**src/rtl/pkcs7_pkg.sv**
```systemverilog
// ----------------------------------------------------------------------------
// pkcs7_pkg
// Shared types and constants of the PKCS#7 pad / unpad stream block.
// ----------------------------------------------------------------------------
`default_nettype none

package pkcs7_pkg;

  localparam int BYTE_W = 8;
  localparam int BS_W   = 5;

  localparam logic [BS_W-1:0] BS_RESET = 5'd16;
  localparam logic [BS_W-1:0] BS_MIN   = 5'd2;

  localparam logic MODE_PAD   = 1'b0;
  localparam logic MODE_UNPAD = 1'b1;

  typedef enum logic {
    REG_MODE       = 1'b0,
    REG_BLOCK_SIZE = 1'b1
  } reg_idx_t;

  typedef enum logic [1:0] {
    STAT_OK       = 2'd0,
    STAT_BAD_SIZE = 2'd1,
    STAT_BAD_PAD  = 2'd2
  } status_t;

  typedef enum logic [2:0] {
    ST_STREAM,
    ST_PAD,
    ST_UNEND,
    ST_CHECK,
    ST_EMIT,
    ST_STATUS
  } state_t;

  typedef enum logic [1:0] {
    OSEL_NONE,
    OSEL_PAD,
    OSEL_HELD,
    OSEL_STATUS
  } osel_t;

  typedef struct packed {
    logic    accept;
    osel_t   out_sel;
    logic    out_last;
    status_t stat_code;
    logic    pad_latch;
    logic    idx_dec;
    logic    idx_clr;
    logic    idx_inc;
    logic    rem_dec;
    logic    clear_stream;
  } cmd_t;

  typedef struct packed {
    logic can_load;
    logic bs_ok;
    logic mode;
    logic len_ok;
    logic pad_ok;
    logic match;
    logic idx_at_lim;
    logic lim_zero;
    logic emit_last;
    logic rem_one;
  } stat_t;

endpackage

`default_nettype wire

```
**src/rtl/pkcs7_ctrl.sv**
```systemverilog
// ----------------------------------------------------------------------------
// pkcs7_ctrl
// Controller: input acceptance and the end-of-message sequence.
// ----------------------------------------------------------------------------
`default_nettype none

module pkcs7_ctrl (
  input  wire logic             clk,
  input  wire logic             rst_n,
  input  wire logic             in_valid,
  input  wire logic             in_end_of_message,
  output logic                  in_ready,
  output pkcs7_pkg::cmd_t       cmd,
  input  wire pkcs7_pkg::stat_t st
);
  import pkcs7_pkg::*;

  state_t  state_r, state_nxt;
  status_t code_r, code_nxt;

  always_ff @(posedge clk) begin
    if (!rst_n) begin
      state_r <= ST_STREAM;
      code_r  <= STAT_OK;
    end else begin
      state_r <= state_nxt;
      code_r  <= code_nxt;
    end
  end

  always_comb begin
    state_nxt = state_r;
    code_nxt  = code_r;
    in_ready  = 1'b0;
    cmd       = '0;
    unique case (state_r)
      ST_STREAM: begin
        in_ready = st.can_load;
        if (in_valid && st.can_load) begin
          cmd.accept = 1'b1;
          if (in_end_of_message) begin
            if (!st.bs_ok) begin
              code_nxt  = STAT_BAD_SIZE;
              state_nxt = ST_STATUS;
            end else if (st.mode == MODE_PAD) begin
              state_nxt = ST_PAD;
            end else begin
              state_nxt = ST_UNEND;
            end
          end
        end
      end
      ST_PAD: begin
        if (st.can_load) begin
          cmd.out_sel  = OSEL_PAD;
          cmd.out_last = st.rem_one;
          cmd.rem_dec  = 1'b1;
          if (st.rem_one) begin
            cmd.clear_stream = 1'b1;
            state_nxt        = ST_STREAM;
          end
        end
      end
      ST_UNEND: begin
        if (st.len_ok) begin
          cmd.pad_latch = 1'b1;
          state_nxt     = ST_CHECK;
        end else begin
          code_nxt  = STAT_BAD_PAD;
          state_nxt = ST_STATUS;
        end
      end
      ST_CHECK: begin
        if (!st.pad_ok || !st.match) begin
          code_nxt  = STAT_BAD_PAD;
          state_nxt = ST_STATUS;
        end else if (st.idx_at_lim) begin
          code_nxt    = STAT_OK;
          cmd.idx_clr = 1'b1;
          state_nxt   = st.lim_zero ? ST_STATUS : ST_EMIT;
        end else begin
          cmd.idx_dec = 1'b1;
        end
      end
      ST_EMIT: begin
        if (st.can_load) begin
          cmd.out_sel = OSEL_HELD;
          cmd.idx_inc = 1'b1;
          if (st.emit_last) begin
            state_nxt = ST_STATUS;
          end
        end
      end
      ST_STATUS: begin
        if (st.can_load) begin
          cmd.out_sel      = OSEL_STATUS;
          cmd.out_last     = 1'b1;
          cmd.stat_code    = code_r;
          cmd.clear_stream = 1'b1;
          state_nxt        = ST_STREAM;
        end
      end
      default: begin
        state_nxt = ST_STREAM;
      end
    endcase
  end

endmodule

`default_nettype wire

```
**src/rtl/pkcs7_dp.sv**
```systemverilog
// ----------------------------------------------------------------------------
// pkcs7_dp
// Datapath: registers, held byte line, counters and the output register.
// ----------------------------------------------------------------------------
`default_nettype none

module pkcs7_dp #(
  parameter int MAX_BLOCK = 16
) (
  input  wire logic                             clk,
  input  wire logic                             rst_n,
  input  wire logic                             cfg_we,
  input  wire logic                             cfg_index,
  input  wire logic [pkcs7_pkg::BS_W-1:0]       cfg_wdata,
  input  wire logic [pkcs7_pkg::BYTE_W-1:0]     in_data_byte,
  input  wire logic                             in_carries_byte,
  input  wire logic                             in_end_of_message,
  input  wire logic                             out_ready,
  output logic                                  out_valid,
  output logic [pkcs7_pkg::BYTE_W-1:0]          out_byte,
  output logic                                  out_byte_valid,
  output logic                                  out_run_last,
  output logic [1:0]                            out_status,
  input  wire pkcs7_pkg::cmd_t                  cmd,
  output pkcs7_pkg::stat_t                      st
);
  import pkcs7_pkg::*;

  localparam int CNT_W = $clog2(MAX_BLOCK + 1);
  localparam int IDX_W = $clog2(MAX_BLOCK);
  localparam int BW    = (CNT_W > BS_W) ? CNT_W : BS_W;

  logic              mode_r;
  logic [BS_W-1:0]   bs_r;
  logic [BYTE_W-1:0] held_r   [MAX_BLOCK];
  logic [BYTE_W-1:0] held_nxt [MAX_BLOCK];
  logic [CNT_W-1:0]  cnt_r, cnt_nxt;
  logic [IDX_W-1:0]  pos_r, pos_nxt;
  logic              seen_r;
  logic [IDX_W-1:0]  idx_r;
  logic [BYTE_W-1:0] pad_r;
  logic [CNT_W-1:0]  rem_r;

  logic              out_valid_r, out_valid_nxt;
  logic [BYTE_W-1:0] out_byte_r, out_byte_nxt;
  logic              out_bv_r, out_bv_nxt;
  logic              out_last_r, out_last_nxt;
  status_t           out_stat_r, out_stat_nxt;

  logic              bs_ok, unpad, full, byte_go, shift, wr, clear, end_go, stream_emit;
  logic [CNT_W-1:0]  bs_c, pos_inc, pad_cnt, wa, lim;
  logic [IDX_W-1:0]  pos_after;
  logic [BYTE_W-1:0] held_rd;

  assign bs_ok = (BW'(bs_r) >= BW'(BS_MIN)) && (BW'(bs_r) <= BW'(MAX_BLOCK));
  assign bs_c  = CNT_W'(bs_r);
  assign unpad = (mode_r == MODE_UNPAD);
  assign full  = (cnt_r >= bs_c);

  assign byte_go     = cmd.accept && in_carries_byte && bs_ok;
  assign end_go      = cmd.accept && in_end_of_message;
  assign stream_emit = byte_go && (!unpad || full);
  assign wr          = byte_go && unpad;
  assign shift       = wr && full;
  assign wa          = shift ? (cnt_r - CNT_W'(1)) : cnt_r;
  assign clear       = cmd.clear_stream || cfg_we;

  assign pos_inc   = CNT_W'(pos_r) + CNT_W'(1);
  assign pos_nxt   = (pos_inc >= bs_c) ? '0 : pos_inc[IDX_W-1:0];
  assign pos_after = byte_go ? pos_nxt : pos_r;
  assign pad_cnt   = bs_c - CNT_W'(pos_after);

  assign held_rd = held_r[idx_r];
  assign lim     = bs_c - CNT_W'(pad_r);

  // held line: shift toward entry 0 when the oldest byte leaves
  genvar g;
  for (g = 0; g < MAX_BLOCK; g++) begin : g_held
    logic [BYTE_W-1:0] shifted;
    if (g < MAX_BLOCK - 1) begin : g_mid
      assign shifted = held_r[g+1];
    end else begin : g_top
      assign shifted = held_r[g];
    end
    assign held_nxt[g] = (wr && (wa == CNT_W'(g))) ? in_data_byte :
                         (shift ? shifted : held_r[g]);
  end

  always_ff @(posedge clk) begin
    for (int i = 0; i < MAX_BLOCK; i++) begin
      held_r[i] <= held_nxt[i];
    end
  end

  always_comb begin
    cnt_nxt = cnt_r;
    if (clear) begin
      cnt_nxt = '0;
    end else if (wr && !full) begin
      cnt_nxt = cnt_r + CNT_W'(1);
    end
  end

  always_ff @(posedge clk) begin
    if (!rst_n) begin
      mode_r <= MODE_PAD;
      bs_r   <= BS_RESET;
      cnt_r  <= '0;
      pos_r  <= '0;
      seen_r <= 1'b0;
    end else begin
      if (cfg_we) begin
        unique case (reg_idx_t'(cfg_index))
          REG_MODE:       mode_r <= cfg_wdata[0];
          REG_BLOCK_SIZE: bs_r   <= cfg_wdata;
        endcase
      end
      cnt_r <= cnt_nxt;
      if (clear) begin
        pos_r  <= '0;
        seen_r <= 1'b0;
      end else if (byte_go) begin
        pos_r  <= pos_nxt;
        seen_r <= 1'b1;
      end
    end
  end

  always_ff @(posedge clk) begin
    if (end_go) begin
      idx_r <= IDX_W'(bs_c - CNT_W'(1));
      pad_r <= BYTE_W'(pad_cnt);
      rem_r <= pad_cnt;
    end else begin
      if (cmd.idx_clr) begin
        idx_r <= '0;
      end else if (cmd.idx_dec) begin
        idx_r <= idx_r - IDX_W'(1);
      end else if (cmd.idx_inc) begin
        idx_r <= idx_r + IDX_W'(1);
      end
      if (cmd.pad_latch) begin
        pad_r <= held_rd;
      end
      if (cmd.rem_dec) begin
        rem_r <= rem_r - CNT_W'(1);
      end
    end
  end

  // output register
  always_comb begin
    out_valid_nxt = out_valid_r && !out_ready;
    out_byte_nxt  = out_byte_r;
    out_bv_nxt    = out_bv_r;
    out_last_nxt  = out_last_r;
    out_stat_nxt  = out_stat_r;
    if (stream_emit) begin
      out_valid_nxt = 1'b1;
      out_byte_nxt  = unpad ? held_r[0] : in_data_byte;
      out_bv_nxt    = 1'b1;
      out_last_nxt  = 1'b0;
      out_stat_nxt  = STAT_OK;
    end
    unique case (cmd.out_sel)
      OSEL_NONE: begin
      end
      OSEL_PAD: begin
        out_valid_nxt = 1'b1;
        out_byte_nxt  = pad_r;
        out_bv_nxt    = 1'b1;
        out_last_nxt  = cmd.out_last;
        out_stat_nxt  = STAT_OK;
      end
      OSEL_HELD: begin
        out_valid_nxt = 1'b1;
        out_byte_nxt  = held_rd;
        out_bv_nxt    = 1'b1;
        out_last_nxt  = 1'b0;
        out_stat_nxt  = STAT_OK;
      end
      OSEL_STATUS: begin
        out_valid_nxt = 1'b1;
        out_byte_nxt  = '0;
        out_bv_nxt    = 1'b0;
        out_last_nxt  = 1'b1;
        out_stat_nxt  = cmd.stat_code;
      end
    endcase
  end

  always_ff @(posedge clk) begin
    if (!rst_n) begin
      out_valid_r <= 1'b0;
    end else begin
      out_valid_r <= out_valid_nxt;
    end
  end

  always_ff @(posedge clk) begin
    out_byte_r <= out_byte_nxt;
    out_bv_r   <= out_bv_nxt;
    out_last_r <= out_last_nxt;
    out_stat_r <= out_stat_nxt;
  end

  assign out_valid      = out_valid_r;
  assign out_byte       = out_byte_r;
  assign out_byte_valid = out_bv_r;
  assign out_run_last   = out_last_r;
  assign out_status     = out_stat_r;

  assign st.can_load   = !out_valid_r || out_ready;
  assign st.bs_ok      = bs_ok;
  assign st.mode       = mode_r;
  assign st.len_ok     = seen_r && (pos_r == '0) && (cnt_r == bs_c);
  assign st.pad_ok     = (pad_r != '0) && (pad_r <= BYTE_W'(bs_r));
  assign st.match      = (held_rd == pad_r);
  assign st.idx_at_lim = (CNT_W'(idx_r) == lim);
  assign st.lim_zero   = (lim == '0);
  assign st.emit_last  = ((CNT_W'(idx_r) + CNT_W'(1)) == lim);
  assign st.rem_one    = (rem_r == CNT_W'(1));

endmodule

`default_nettype wire

```
**src/rtl/pkcs7_pad_unpad_stream.sv**
```systemverilog
// ----------------------------------------------------------------------------
// pkcs7_pad_unpad_stream
// Adds or checks and strips PKCS#7 padding on a byte stream.
// ----------------------------------------------------------------------------
// Input items (in_*) carry one message byte, an end marker, or both; result
// items (out_*) carry a data or pad byte, or a status-only final item.
// Both channels use valid/ready. The cfg port writes mode and block size
// and clears the held stream state; write it only while the block is idle.
// While streaming, one item is accepted per cycle unless the output stalls; a
// byte enters the output register as it is accepted (pad mode) or once a full
// block is held behind it (unpad mode).
// End of message, pad mode: block_size minus (length mod block_size) pad
// bytes, one per cycle while the output can load. Unpad mode: the length
// check and the pad value read, a check of each pad byte, then each held
// data byte and the status item, all driven by a single read index into the
// held byte line. No input is accepted during this end sequence.
// A stalled receiver holds the output register; input then waits too.
// Reset sets mode to pad, block size to 16 and empties the stream state.
// ----------------------------------------------------------------------------
`default_nettype none

module pkcs7_pad_unpad_stream #(
  parameter int MAX_BLOCK = 16
) (
  input  wire logic                         clk,
  input  wire logic                         rst_n,
  input  wire logic                         cfg_we,
  input  wire logic                         cfg_index,
  input  wire logic [pkcs7_pkg::BS_W-1:0]   cfg_wdata,
  input  wire logic                         in_valid,
  output logic                              in_ready,
  input  wire logic [pkcs7_pkg::BYTE_W-1:0] in_data_byte,
  input  wire logic                         in_carries_byte,
  input  wire logic                         in_end_of_message,
  output logic                              out_valid,
  input  wire logic                         out_ready,
  output logic [pkcs7_pkg::BYTE_W-1:0]      out_byte,
  output logic                              out_byte_valid,
  output logic                              out_run_last,
  output logic [1:0]                        out_status
);
  import pkcs7_pkg::*;

  cmd_t  cmd;
  stat_t st;

  pkcs7_ctrl u_ctrl (
    .clk               (clk),
    .rst_n             (rst_n),
    .in_valid          (in_valid),
    .in_end_of_message (in_end_of_message),
    .in_ready          (in_ready),
    .cmd               (cmd),
    .st                (st)
  );

  pkcs7_dp #(
    .MAX_BLOCK (MAX_BLOCK)
  ) u_dp (
    .clk               (clk),
    .rst_n             (rst_n),
    .cfg_we            (cfg_we),
    .cfg_index         (cfg_index),
    .cfg_wdata         (cfg_wdata),
    .in_data_byte      (in_data_byte),
    .in_carries_byte   (in_carries_byte),
    .in_end_of_message (in_end_of_message),
    .out_ready         (out_ready),
    .out_valid         (out_valid),
    .out_byte          (out_byte),
    .out_byte_valid    (out_byte_valid),
    .out_run_last      (out_run_last),
    .out_status        (out_status),
    .cmd               (cmd),
    .st                (st)
  );

endmodule

`default_nettype wire

```
**config.mk**
```make
export PLATFORM = sky130hd
export DESIGN_NAME = pkcs7_pad_unpad_stream
export DESIGN_NICKNAME = d
export VERILOG_FILES = /design/src/rtl/pkcs7_pkg.sv /design/src/rtl/pkcs7_ctrl.sv /design/src/rtl/pkcs7_dp.sv /design/src/rtl/pkcs7_pad_unpad_stream.sv
export SDC_FILE = /design/constraint.sdc
export NUM_CORES = 1
export LEC_CHECK = 0
export ABC_AREA = 1
export BUFFER_PORTS_ARGS = -buffer_cell sky130_fd_sc_hd__buf_2
export CAP_MARGIN = 10
export CORE_MARGIN = 10
export CORE_UTILIZATION = 31
export CTS_BUF_LIST = sky130_fd_sc_hd__clkbuf_2
export DETAILED_ROUTE_END_ITERATION = 8
export PLACE_DENSITY = 0.55
export SETUP_SLACK_MARGIN = 0.3
export SLEW_MARGIN = 20
export SYNTH_ARGS = -nofsm -noshare
export SYNTH_HDL_FRONTEND = slang
export SYNTH_SLANG_ARGS = --single-unit
```
**constraint.sdc**
```tcl
create_clock -name clk -period 3.05 [get_ports clk]
set_input_delay 0.1525 -clock clk [delete_from_list [all_inputs] [get_ports clk]]
set_output_delay 0.1525 -clock clk [all_outputs]
set_load 0.1 [all_outputs]
```
==> metrics.txt <==
CP Buf/Inv Count=3; vias=between 10000 and 15000; Die Span X=210 um; Starting Density=0.315; cell with the most instances after synthesis=nand2_1; Crit path top cell by count=nand2_1; Simple-Gate Fraction of Synth Area=0.291; endpoints failing setup=2; Clock transition at path regs=approximately 0.29 ns; Yosys top cell by area=edfxtp_1; count of distinct cell types in the synthesized netlist=between 40 and 50; max-cap violations=0; vias in the first global route=around 10000; Final Max Tran Viols=0; Fin. Hold Viols=0; Routed WL=39700 um; Clock Latency Late Sink=between 0.8 and 0.9 ns; drt first pass iters=5; crit path capture type=flop; main combinational cell family by area after synthesis=simple AND/OR/NAND/NOR gates; Avg Synthesized Cell Area=8.02 sq um; DRC Markers=0; worst reg2reg setup slack=-0.05 ns; synthesized flop and latch total=approximately 180; DR iter-0 viols=788; Syn Nets=1464; grt total ovfl=0; final period utilization=1.02; P per Cell Area=approximately 660 nW/um^2; Synth Area in Adders=0.0488; TritonCTS Buffers=17; Data required, critical path=~3.6 ns; Synth async-reset ratio=0; Layout area overhead=44.9%; Core Util, Final=0.457; Netlist Area Pre-Place=about 11000 sq um; hold crit path type=input pin to flop; WS Path Type=flop to flop; Worst Hold Depth=2; worst path cell trace=ha_4 > inv_4 > fa_2 > inv_2 > nand2_1 > nand2_2 > xor2_2 > nor4_4 > nand2_2 > nand3_2 > inv_2 > ha_4 > a21oi_2 > nand2_2 > xor2_2 > nand2_1 > nand2_1 > nand2_1 > nand2_1; clk buf depth=2; post-synthesis mux area share=0; DIE AREA=roughly 44000 sq um; share of cells above drive strength 1=0.375; GPL Wtd Cong=~0.90; nets@finish=around 1700; startpoint class of the critical path=flop; Yosys top cell area share=0.412; post-layout min period=slightly above 3 ns; RSZ-0062 raised after global routing=true; Peak supply drop=about 440 uV; clock root cell=clkbuf_2; CP top delay family=simple AND/OR/NAND/NOR gates; Cells after DPL=approximately 1900; storage element area=between 5000 and 6000 sq um; Synth Area in XOR/XNOR=0.0163; # rows=69; area of the multi-input gates=around 6800 sq um; # IOs=35; initial antenna violation count=1; Cells after Synth=between 1000 and 1500; critical path depth=19; Total GRT Usage=0.167; Place WS=-0.185 ns; CTS HTree Levels=4; worst-path fanout max=4; number of synthesized flops with an enable pin=about 150; failing checks=negative setup slack; skew final=around 0.057 ns; largest net degree at the start of global routing=50; post-layout total power=about 11 mW; Max-slew headroom=0.428; drt wl/cell=roughly 19 um; Worst path max stage delay=around 0.55 ns; Final ANT Viol Nets=0; clock sink total=183; Leakage=6.97 nW; Reg2Reg Depth=19; top cells by area, synth=edfxtp_1 41%, nand2_1 16%, inv_1 5.4%; outcome=finished with violations; sequential area share after synthesis=0.463; count of input and output buffers=34; Avg Vias per Cell=5.16; post-route setup slack=-0.0490 ns; ys flop type=edfxtp_1; compound-cell area share of the yosys netlist=0.0965; hold_ws=0.166 ns; f_max=~320 MHz; top cells by count, synth=466 x nand2_1, 163 x inv_1, 154 x edfxtp_1; # fillers=~3400; CTS tree=built; DPL Wire Length=~25000 um; core area=35700 sq um; Ys Warns=0; die height=about 210 um; Slowest-stage cell, CP=edfxtp_1; first-pass GRT wire length=between 50000 and 60000 um; worst path arrival time=around 3.7 ns; Slew @ Worst Pin=around 0.86 ns; Layout Cells excl Fill=~2100
cells in the final DEF (no fill, tap or decap), types with 31 or more instances in the layout:
master and n:
nand2_1 359, edfxtp_1 154, inv_1 143, buf_4 88
nand2_2 79, nand3_1 63, o21ai_2 62, buf_6 56
nor2_1 49, o21ai_1 42, nand4_1 41, nand3_2 40
buf_2 34, dlygate4sd3_1 32, nand3_4 31, o21ai_0 31
power by group:
part	leakage, nW	switching, mW	total, mW	internal [mW]
Sequential	1.64	0.228	3.27	3.04
Combinational	5.19	4.04	6.29	2.25
Clock	0.141	1.00	1.26	0.256
registers in the layout, indices dropped and copies added (netlist names), named ones only:
name	count
u_dp.out_status	2
u_dp.out_run_last	1
u_dp.cnt_r	5
u_dp.out_byte	8
u_dp.held_r	128
u_dp.rem_r	5
u_dp.mode_r	1
u_dp.idx_r	4
u_dp.out_byte_valid	1
u_dp.out_valid	1
u_dp.pad_r	8
u_dp.pos_r	4
u_dp.bs_c	5
u_ctrl.state_r	3
u_dp.seen_r	1
u_ctrl.code_r	2
cells by family after synthesis:
logic type | count (synthesis)
and+or+nand+nor | 723
buffers and inverters | 235
AOI/OAI and AO/OA | 201
DFF | 183
adders and majority gates | 42
xor gates and xnor gates | 17
worst paths after layout:
path | startpoint | end
setup / recovery | u_dp.pad_r[0] | u_dp.idx_r[3]
hold / removal | in_data_byte[3] | u_dp.held_r[15][3]
setup reg to reg | u_dp.pad_r[0] | u_dp.idx_r[3]
hold reg to reg | u_dp.seen_r | u_dp.seen_r
metrics by stage:
| stage | setup TNS, ns | cell area, sq um |
|---|---|---|
| 6_report | -0.0600 | 16300 |
| 5_1_grt | -5.70 | 16300 |
| 4_1_cts | 0 | 14900 |
| 3_5_place_dp | -2.30 | 12600 |
| 3_3_place_gp | -0.485 | 12600 |
| 2_1_floorplan | -18.35 | 11500 |
layout make-up:
cell class	count	area share
Clock inverter	15	0.00838
Sequential cell	183	0.322
Inverter	174	0.0440
Clock buffer	17	0.00523
Tap cell	461	0.0354
Antenna cell	1	0.000154
Multi-Input combinational cell	997	0.418
Timing Repair Buffer	253	0.167
metal layers:
| metal | GRT usage | vias to the layer above | wire length [um] |
|---|---|---|---|
| met3 | 0.0286 | 80 | 2690 |
| li1 | - | 5157 | - |
| met1 | 0.216 | 5169 | 16700 |
| met2 | 0.276 | 427 | 19000 |
| met4 | 0.0537 | 0 | 1260 |
| met5 | 0 | - | 0 |
what timing repair did:
| item | CTS | global route |
|---|---|---|
| hold buffers | 33 | 0 |
| gates resized for setup | 192 | 248 |
| pin swaps | 69 | 81 |
| buffers inserted | 61 | 25 |
| gates cloned | 19 | 15 |
| endpoints found under the setup margin | 263 | 294 |
| hold endpoints to repair | 78 | 0 |
No activity file was read; power rests on OpenSTA's default activity.
